===== config.mk =====
export PLATFORM = sky130hd
export DESIGN_NAME = api_frame_deframer
export DESIGN_NICKNAME = d
export VERILOG_FILES = /design/src/rtl/adf_pkg.sv /design/src/rtl/adf_core.sv /design/src/rtl/adf_outq.sv /design/src/rtl/api_frame_deframer.sv
export SDC_FILE = /design/constraint.sdc
export NUM_CORES = 1
export LEC_CHECK = 0
export BUFFER_PORTS_ARGS = -buffer_cell sky130_fd_sc_hd__clkbuf_2
export CAP_MARGIN = 25
export CORE_MARGIN = 1.5
export CORE_UTILIZATION = 45
export CTS_BUF_LIST = sky130_fd_sc_hd__clkbuf_4 sky130_fd_sc_hd__clkbuf_8
export CTS_CLUSTER_SIZE = 12
export DETAILED_ROUTE_END_ITERATION = 8
export MAX_ROUTING_LAYER = met4
export SLEW_MARGIN = 5
export SYNTH_ARGS = -nofsm -noshare
export SYNTH_HDL_FRONTEND = slang
export SYNTH_SLANG_ARGS = --single-unit

===== constraint.sdc =====
create_clock -name clk -period 5.5 [get_ports clk]
set_input_delay 1.1 -clock clk [delete_from_list [all_inputs] [get_ports clk]]
set_output_delay 1.1 -clock clk [all_outputs]
set_load 0.005 [all_outputs]

===== src/rtl/adf_pkg.sv =====
`default_nettype none
// ----------------------------------------------------------------------------
// adf_pkg
// Shared types and constants for the frame deframer: phase codes, status
// codes and the result record.
// ----------------------------------------------------------------------------
package adf_pkg;

  localparam int unsigned LEN_BITS_DEF = 16;
  localparam logic [7:0]  PREAMBLE     = 8'hED;
  localparam logic [15:0] MAX_LEN_RST  = 16'hFFFF;

  typedef enum logic [2:0] {
    PH_HUNT   = 3'd0,
    PH_KIND   = 3'd1,
    PH_LEN_HI = 3'd2,
    PH_LEN_LO = 3'd3,
    PH_DATA   = 3'd4,
    PH_CHECK  = 3'd5
  } phase_t;

  typedef enum logic [1:0] {
    ST_GOOD     = 2'd0,
    ST_BAD      = 2'd1,
    ST_TOO_LONG = 2'd2
  } status_t;

  typedef struct packed {
    logic [7:0]  frame_kind;
    logic [7:0]  payload_byte;
    logic [15:0] byte_index;
    logic        is_payload;
    logic        frame_end;
    status_t     frame_status;
  } result_t;

endpackage
`default_nettype wire


===== src/rtl/adf_core.sv =====
`default_nettype none
// ----------------------------------------------------------------------------
// adf_core
// Frame parser: phase sequencer, header/length/count/sum registers and the
// per-byte result, produced in the cycle the byte is accepted.
// ----------------------------------------------------------------------------
module adf_core #(
  parameter int unsigned LEN_BITS = adf_pkg::LEN_BITS_DEF
) (
  input  wire logic             clk,
  input  wire logic             rst,
  input  wire logic             accept,
  input  wire logic [7:0]       rx_byte,
  input  wire logic [15:0]      max_len,
  output logic                  push,
  output adf_pkg::result_t      result
);

  localparam logic [15:0] LEN_CAP = 16'((32'd1 << LEN_BITS) - 32'd1);

  adf_pkg::phase_t     phase;
  adf_pkg::phase_t     phase_next;
  logic [7:0]          kind_reg;
  logic [7:0]          len_hi;
  logic [LEN_BITS-1:0] length_reg;
  logic [LEN_BITS-1:0] count_reg;
  logic [7:0]          running_sum;

  logic [15:0]         full_len;
  logic                too_long;
  logic [LEN_BITS-1:0] count_inc;

  assign full_len  = {len_hi, rx_byte};
  assign too_long  = (full_len > max_len) || (full_len > LEN_CAP);
  assign count_inc = count_reg + LEN_BITS'(1);

  // next phase
  always_comb begin
    phase_next = phase;
    unique case (phase)
      adf_pkg::PH_HUNT:   phase_next = (rx_byte == adf_pkg::PREAMBLE) ?
                                       adf_pkg::PH_KIND : adf_pkg::PH_HUNT;
      adf_pkg::PH_KIND:   phase_next = adf_pkg::PH_LEN_HI;
      adf_pkg::PH_LEN_HI: phase_next = adf_pkg::PH_LEN_LO;
      adf_pkg::PH_LEN_LO: begin
        if (too_long)
          phase_next = adf_pkg::PH_HUNT;
        else if (full_len == 16'd0)
          phase_next = adf_pkg::PH_CHECK;
        else
          phase_next = adf_pkg::PH_DATA;
      end
      adf_pkg::PH_DATA:   phase_next = (count_inc >= length_reg) ?
                                       adf_pkg::PH_CHECK : adf_pkg::PH_DATA;
      adf_pkg::PH_CHECK:  phase_next = adf_pkg::PH_HUNT;
      default:            phase_next = (rx_byte == adf_pkg::PREAMBLE) ?
                                       adf_pkg::PH_KIND : adf_pkg::PH_HUNT;
    endcase
  end

  // result for the accepted byte
  always_comb begin
    push                = 1'b0;
    result.frame_kind   = kind_reg;
    result.payload_byte = 8'd0;
    result.byte_index   = 16'd0;
    result.is_payload   = 1'b0;
    result.frame_end    = 1'b0;
    result.frame_status = adf_pkg::ST_GOOD;
    unique case (phase)
      adf_pkg::PH_LEN_LO: begin
        push                = accept && too_long;
        result.frame_end    = 1'b1;
        result.frame_status = adf_pkg::ST_TOO_LONG;
      end
      adf_pkg::PH_DATA: begin
        push                = accept;
        result.payload_byte = rx_byte;
        result.byte_index   = 16'(count_reg);
        result.is_payload   = 1'b1;
      end
      adf_pkg::PH_CHECK: begin
        push                = accept;
        result.frame_end    = 1'b1;
        result.frame_status = (rx_byte == running_sum) ? adf_pkg::ST_GOOD
                                                       : adf_pkg::ST_BAD;
      end
      default: begin
        push = 1'b0;
      end
    endcase
  end

  always_ff @(posedge clk) begin
    if (rst) begin
      phase       <= adf_pkg::PH_HUNT;
      kind_reg    <= 8'd0;
      len_hi      <= 8'd0;
      length_reg  <= '0;
      count_reg   <= '0;
      running_sum <= 8'd0;
    end else if (accept) begin
      phase <= phase_next;
      unique case (phase)
        adf_pkg::PH_KIND: begin
          kind_reg    <= rx_byte;
          running_sum <= running_sum + rx_byte;
        end
        adf_pkg::PH_LEN_HI: begin
          len_hi      <= rx_byte;
          running_sum <= running_sum + rx_byte;
        end
        adf_pkg::PH_LEN_LO: begin
          length_reg  <= full_len[LEN_BITS-1:0];
          count_reg   <= '0;
          running_sum <= running_sum + rx_byte;
        end
        adf_pkg::PH_DATA: begin
          count_reg   <= count_inc;
          running_sum <= running_sum + rx_byte;
        end
        adf_pkg::PH_CHECK: begin
          running_sum <= running_sum;
        end
        default: begin
          if (rx_byte == adf_pkg::PREAMBLE)
            running_sum <= adf_pkg::PREAMBLE;
        end
      endcase
    end
  end

  a_data_emits: assert property (@(posedge clk) disable iff (rst)
    accept && phase == adf_pkg::PH_DATA |-> push && result.is_payload)
    else $error("payload byte without result");

  a_check_ends: assert property (@(posedge clk) disable iff (rst)
    accept && phase == adf_pkg::PH_CHECK |=> phase == adf_pkg::PH_HUNT)
    else $error("checksum byte did not end frame");

  a_count_bound: assert property (@(posedge clk) disable iff (rst)
    phase == adf_pkg::PH_DATA |-> count_reg < length_reg)
    else $error("payload count past length");

endmodule
`default_nettype wire


===== src/rtl/adf_outq.sv =====
`default_nettype none
// ----------------------------------------------------------------------------
// adf_outq
// Two-entry result queue between the parser and the result channel.
// ----------------------------------------------------------------------------
module adf_outq (
  input  wire logic             clk,
  input  wire logic             rst,
  input  wire logic             push,
  input  wire adf_pkg::result_t push_data,
  input  wire logic             pop,
  output logic                  full,
  output logic                  not_empty,
  output adf_pkg::result_t      head
);

  adf_pkg::result_t mem [2];
  logic             wr_ptr;
  logic             rd_ptr;
  logic [1:0]       count;

  assign full      = (count == 2'd2);
  assign not_empty = (count != 2'd0);
  assign head      = mem[rd_ptr];

  always_ff @(posedge clk) begin
    if (push)
      mem[wr_ptr] <= push_data;
  end

  always_ff @(posedge clk) begin
    if (rst) begin
      wr_ptr <= 1'b0;
      rd_ptr <= 1'b0;
      count  <= 2'd0;
    end else begin
      if (push)
        wr_ptr <= ~wr_ptr;
      if (pop)
        rd_ptr <= ~rd_ptr;
      count <= count + 2'(push) - 2'(pop);
    end
  end

  a_no_overflow: assert property (@(posedge clk) disable iff (rst)
    !(push && full))
    else $error("push into full queue");

  a_no_underflow: assert property (@(posedge clk) disable iff (rst)
    !(pop && !not_empty))
    else $error("pop from empty queue");

endmodule
`default_nettype wire


===== src/rtl/api_frame_deframer.sv =====
`default_nettype none
// ----------------------------------------------------------------------------
// api_frame_deframer
// Byte-serial deframer: preamble hunt, type and length header, payload
// bytes out with index, additive checksum verdict at frame end.
// ----------------------------------------------------------------------------
//  channel  handshake            payload
//  rx       rx_valid/rx_stall    rx_byte
//  res      res_valid/res_stall  frame_kind .. frame_status
//  cfg      cfg_valid/cfg_ready  cfg_data (max_payload_len)
//
//  One byte per cycle while rx_stall is low; each byte is parsed and any
//  result registered in the cycle it is accepted. A two-entry result queue
//  absorbs result stalls; rx_stall rises only when it is full. Synchronous
//  reset returns to preamble hunt with max_payload_len = 0xFFFF.
// ----------------------------------------------------------------------------
module api_frame_deframer #(
  parameter int unsigned LEN_BITS = adf_pkg::LEN_BITS_DEF
) (
  input  wire logic        clk,
  input  wire logic        rst,
  input  wire logic        rx_valid,
  output logic             rx_stall,
  input  wire logic [7:0]  rx_byte,
  output logic             res_valid,
  input  wire logic        res_stall,
  output logic [7:0]       frame_kind,
  output logic [7:0]       payload_byte,
  output logic [15:0]      byte_index,
  output logic             is_payload,
  output logic             frame_end,
  output logic [1:0]       frame_status,
  input  wire logic        cfg_valid,
  output logic             cfg_ready,
  input  wire logic [15:0] cfg_data
);

  logic             accept;
  logic             push;
  logic             q_full;
  adf_pkg::result_t core_res;
  adf_pkg::result_t head;
  logic [15:0]      max_len;

  assign cfg_ready = 1'b1;

  always_ff @(posedge clk) begin
    if (rst)
      max_len <= adf_pkg::MAX_LEN_RST;
    else if (cfg_valid && cfg_ready)
      max_len <= cfg_data;
  end

  assign rx_stall = q_full;
  assign accept   = rx_valid && !rx_stall;

  adf_core #(.LEN_BITS(LEN_BITS)) u_core (
    .clk     (clk),
    .rst     (rst),
    .accept  (accept),
    .rx_byte (rx_byte),
    .max_len (max_len),
    .push    (push),
    .result  (core_res)
  );

  adf_outq u_outq (
    .clk       (clk),
    .rst       (rst),
    .push      (push),
    .push_data (core_res),
    .pop       (res_valid && !res_stall),
    .full      (q_full),
    .not_empty (res_valid),
    .head      (head)
  );

  assign frame_kind   = head.frame_kind;
  assign payload_byte = head.payload_byte;
  assign byte_index   = head.byte_index;
  assign is_payload   = head.is_payload;
  assign frame_end    = head.frame_end;
  assign frame_status = head.frame_status;

endmodule
`default_nettype wire

Yosys cells after proc, flatten, opt, wreduce, memory -nomap -nowiden

Memory sizes are Yosys's and may differ from the RTL's. A register that Yosys moved wholly into a read port is not among the register bits.
Cells that the tools add are included.
W data, S select, Z words.

Bits in registers: 79
Bits in writable memories: 72
Input port bits: 29
Output and inout bits: 39
Word-level logic and storage cells: 62
Memories kept: 1

Add/subtract/negate cells: 4
Order comparisons: 3
Eq/ne operators: 8
Multiplexer cells: 16
Bitwise logic cells: 3
Reductions and logical operators: 17

Memories:

| memory     | words | bits a word | rd ports | clocked after memory_dff | wr ports | RTL line       | text |
|---|---|---|---|---|---|---|---|
| u_outq.mem | 2     | 36          | 1        | 1                        | 1        | adf_outq.sv:17 | `adf_pkg::result_t mem [2];` |

Operators with widths:

| cell                    | count |
|---|---|
| $pmux W16 S2            | 1 |
| $mux W25                | 1 |
| $add A16 B1 Y16 const B | 1 |
| $ge A16 B16 Y1          | 1 |
| $gt A16 B16 Y1          | 1 |
| $gt A16 B16 Y1 const B  | 1 |
| $logic_not A16 Y1       | 1 |
| $pmux W8 S2             | 1 |
| $pmux W3 S5             | 1 |
| $add A8 B8 Y8           | 1 |
| $eq A8 B8 Y1            | 1 |
| $eq A8 B8 Y1 const B    | 1 |
| $mux W1                 | 8 |
| $mux W8                 | 1 |
| $reduce_and A2 Y1       | 4 |
| $eq A3 B2 Y1 const B    | 2 |
| $eq A3 B3 Y1 const B    | 2 |
| $pmux W3 S2             | 1 |
| $reduce_bool A2 Y1      | 3 |
| $reduce_or A4 Y1        | 1 |
| $eq A3 B1 Y1 const B    | 1 |
| $logic_and A1 B1 Y1     | 3 |
| $mux W3                 | 1 |
| $not A1 Y1              | 3 |
| other kinds (8)         | 9 |

Logic depth before layout (Yosys ltp)

Depth in word-level cells: 7
Depth in mapped cells: 12

By module

A second synthesis with hierarchy kept.

Cells, all modules: 701
Area total of the unflattened synthesis: 7549.7 um^2

Modules (own cells, without submodules):

| module             | times used | cells each | area an instance (um^2) | sequential area each (um^2) |
|---|---|---|---|---|
| adf_core           | 1          | 511        | 3956.3                  | 1181.1 |
| adf_outq           | 1          | 133        | 2970.3                  | 2262.2 |
| api_frame_deframer | 1          | 57         | 623.1                   | 320.3 |

Worst setup path after synthesis

No wires, ideal clock.

Path kind: input-to-reg
Start: in rx_byte[7]
End: mem u_outq.mem[1][0] (netlist bit) (enable)
Library setup time: 0.376 ns
Arrival: 2.912 ns
Data required time: 5.124 ns
Path slack: 2.211 ns
Cell stages on the path: 6
Path buffers: 0
Path through: ha_1 -> nand4_1 -> or4_2 -> a21oi_1 -> or4_4 -> and3_2

Word-level cells in the longest chain between the ends: 6
Elaborated cells between the ends (all ways): 7
Those cells by class: order compare (2); mux (3); reduce/logical (2)

Ends and longest elaborated chain:

| element                         | RTL line                 | text |
|---|---|---|
| from (decl)                     | api_frame_deframer.sv:24 | `input wire logic [7:0] rx_byte,` |
| $gt A16 B16 Y1                  | adf_core.sv:34           | `assign too_long = (full_len > max_len) \|\| (full_len > LEN_CAP);` |
| $logic_or A1 B1 Y1 *            | adf_core.sv:34           |  |
| $logic_and A1 B1 Y1 *           | adf_core.sv:72           | `push = accept && too_long;` |
| $pmux W1 S2 *                   | adf_core.sv:70           | `unique case (phase)` |
| $mux W1 *                       | adf_outq.sv:27           | `if (push)` |
| $mux W1 (implied by the code) * | adf_outq.sv:28           | `mem[wr_ptr] <= push_data;` |
| to (decl)                       | adf_outq.sv:17           |  |

Mark *: on every way between the ends. The rest lies on a longest branch, timed or not.

Final worst setup path

Start: in rx_byte[7]
End: mem u_outq.mem[1][23] (netlist bit) (enable)

The elaborated chain is that of the path after synthesis.

==> key figures <==
Run status
  – Outcome: finished clean

Finish
  – Fin util: between 50% and 60%
  – Non-Filler Instances: between 900 and 1000
  – Nets: ~820
  – Biggest register: u_outq.mem
  – Sequential Area: approximately 3800 sq um
  – Area of the multi-input gates: 3200 sq um
  – Fill cells: around 1500
  – Antenna Diode Count: 0
  – Layout cells sized above 1: 20.3%
  – Area Overhead vs Synth: 12.6%
  – Most frequent cells in the layout: dfxtp_1 (80), nand2_1 (73), edfxtp_1 (72), clkbuf_2 (66), nor2_1 (55)
  – Commonest non-fill, non-tap cell in the layout: dfxtp_1
  – Design area: between 8000 and 9000 sq um
  – Max FFs per register: between 70 and 80

Place
  – Inst Count DP: around 940
  – Pre-CTS setup slack: between 1.5 and 2 ns
  – DP Wirelength: about 11 mm
  – Dpl cell area: between 7000 and 8000 sq um
  – GPL Wtd Cong: between 0.8 and 0.9
  – IO Port Bufs: between 60 and 70

Die
  – Die area: 16800 sq um
  – Chip height: roughly 130 um
  – Die W: about 130 um
  – Ports: 68
  – Initial core utilization: 45.8%
  – Row Count: 46
  – Core footprint: ~16000 sq um

Drt
  – Via density: about 5.3
  – Routed wire per std cell: approximately 16 um
  – Drt first pass iters: 4
  – Met2 routed WL: about 7 mm
  – DRC: 0
  – ANT nets after route: 0
  – DRT Wirelength: 15.6 mm
  – Metal-1 WL: roughly 7.6 mm
  – Highest layer used for signal routing: met4
  – Met3 WL: 670 um
  – Via count: about 5100
  – Drt initial violations: about 280

Pwr
  – Clock power share: 38.4%
  – PwrDens: approximately 270 nW/um^2
  – Leak pwr: 3.48 nW
  – Sw Share: 23.2%
  – Internal power: approximately 0.0017 W
  – P_sw: 0.000512 W
  – Logic gate share of total power: around 7.7%
  – Sequential power share: 53.9%
  – Max VDD drop: ~0.00013 V

CTS
  – Clk buf depth: 2
  – CTS tree: built
  – CTS clock-pin slew for the worst setup and hold paths: roughly 0.08 ns
  – H-tree levels: 4
  – Hold buffer count at CTS: 0
  – Postcts setup bufs: 0
  – Clock root buffer: clkbuf_8
  – Worst-Skew Late Latency: approximately 0.45 ns
  – CTS resizes: 0
  – CTS Buf Count: 17
  – Clock sinks: between 150 and 200

Worst setup path
  – Critical Path RT: around 5.6 ns
  – Kind of critical path: primary input to register
  – R2R cell count: 11
  – Worst flop-to-flop path startpoint: u_core.count_reg[0]
  – Worst Setup SP: rx_byte[7]
  – Arr. time, crit path: 3.45 ns
  – Crit path launch type: primary input
  – Crit end category: register
  – Critical path peak fanout: 36

Global route
  – GRT Util Overall: between 20% and 30%
  – Vias in the first global route: about 5100
  – Global route overflow: 0
  – Initial antenna violation count: 0
  – Pin count of the biggest net entering global routing: 61
  – Global-route wire length before repair: 25.7 mm

Synth
  – Synth area leader: edfxtp_1
  – Synth top area cells: edfxtp_1 (30%), dfxtp_1 (22%), ha_1 (7.3%)
  – Synthesis-stage register bit count: between 150 and 200
  – Count of cell types in the netlist: between 50 and 60
  – Synthesis Warnings: 0
  – Share of the synthesized area in the top cell type: roughly 30%
  – Main synth FF type: dfxtp_1
  – Avg Cell Area, Syn: ~10 sq um
  – Synthesized cell area: just over 7000 sq um
  – Synthesized net count: 761
  – Post-synth EDFFs: a little over 70
  – Synth Instances: 689
  – Async SR Flop Fraction: 0%
  – Sequential share of the synthesized area: around 52%

Timing
  – TNS Setup: 0 ns
  – Peak Freq: between 200 and 300 MHz
  – Final setup viols: 0
  – Final min period: 3.37 ns
  – Max Slew Vio Count: 0
  – Clk_skew: 0.0134 ns
  – RSZ-0062 raised after global routing: no
  – Fin. Hold Viols: 0
  – Tcrit/Tclk final: 61.3%
  – Rel. slew slack: between 40% and 50%
  – Final worst slack: about 2.1 ns
  – Least-Margin Pin Slew: around 0.86 ns

Hold path
  – HP Start: u_core.length_reg[12]
  – Hold WC Path Type: register to register
  – Hold path depth: 2

Run
  – Max-Cap Viols: 0
[through the flow]
step | power, W | hold slack (ns)
floorplan | 0.00133 | 0.425
global placement | 0.00138 | 0.447
detailed placement | 0.00139 | 0.449
CTS | 0.00223 | 0.461
global route | 0.00231 | 0.473
finish | 0.00221 | 0.456
[power by group through the flow]
stage / logic (W) / clock network (W) / registers, W
2_1_floorplan: 0.000111 / 0 / 0.00122
3_3_place_gp: 0.000165 / 0 / 0.00122
3_5_place_dp: 0.000169 / 0 / 0.00122
4_1_cts: 0.000171 / 0.000872 / 0.00119
5_1_grt: 0.000190 / 0.000924 / 0.00119
6_report: 0.000169 / 0.000849 / 0.00119
[cells by family after synthesis]
family | after synthesis | synth area share (%)
buffers and inverters | 70 | 3.71
DFF | 152 | 52.1
and+or+nand+nor | 229 | 15.6
other | 1 | 0.0519
AOI/OAI and AO/OA | 118 | 10.2
adders and majority gates | 43 | 7.55
muxes | 52 | 7.83
xor gates and xnor gates | 24 | 2.91
[final cells by class]
cell class	count	share of cell area (%)
clock buffer	22	3.41
sequential	152	46.3
tap	216	3.32
timing repair buffer	69	4.43
multi-input combinational	467	39.4
clock inverter	10	1.45
inverter	38	1.75
[metal layers]
layer | vias up | GRT usage (%)
li1 | 2547 | -
met1 | 2445 | 27.5
met2 | 133 | 30.8
met3 | 22 | 4.67
met4 | 0 | 7.91
met5 | - | -
[path summary, 6_finish.rpt]
kind | endpoint | slack, ns
worst min register to register | u_core.length_reg[12] | 0.46
worst max register to register | u_core.phase[0] | 2.16
worst min-delay path | u_core.length_reg[12] | 0.46
worst max-delay path | u_outq.mem[1][23] | 2.13
[synthesized netlist by cell type, types with 2 or more instances]
master      n
xnor2_1    16
a21o_1      4
clkbuf_1   28
nor4_1      7
o2111ai_1   2
a22oi_1     7
a31oi_1     2
and3_1      8
o21ai_0    20
nand3b_1    3
nor3_1     12
o21a_1      4
mux2i_1    16
or2_2       3
edfxtp_1   72
and2_1     27
and4_1      2
inv_1      38
buf_1       2
nand2_1    73
nor2_1     55
xor2_1      8
o221a_2     3
or4_4       2
mux2_2     36
nor3b_1     2
o211ai_1   17
a21oi_1    49
nand4_1     8
ha_1       42
dfxtp_1    80
nand3_1    10
nor2b_1     7
[critical path, cell delays in order]
cell      delay [ns]
clkbuf_2        0.17
ha_1            0.35
nand4_1         0.13
or4_2           0.56
a21oi_1         0.18
or4_4           0.18
and3_2          0.76
(Power assumes the default switching activity.)
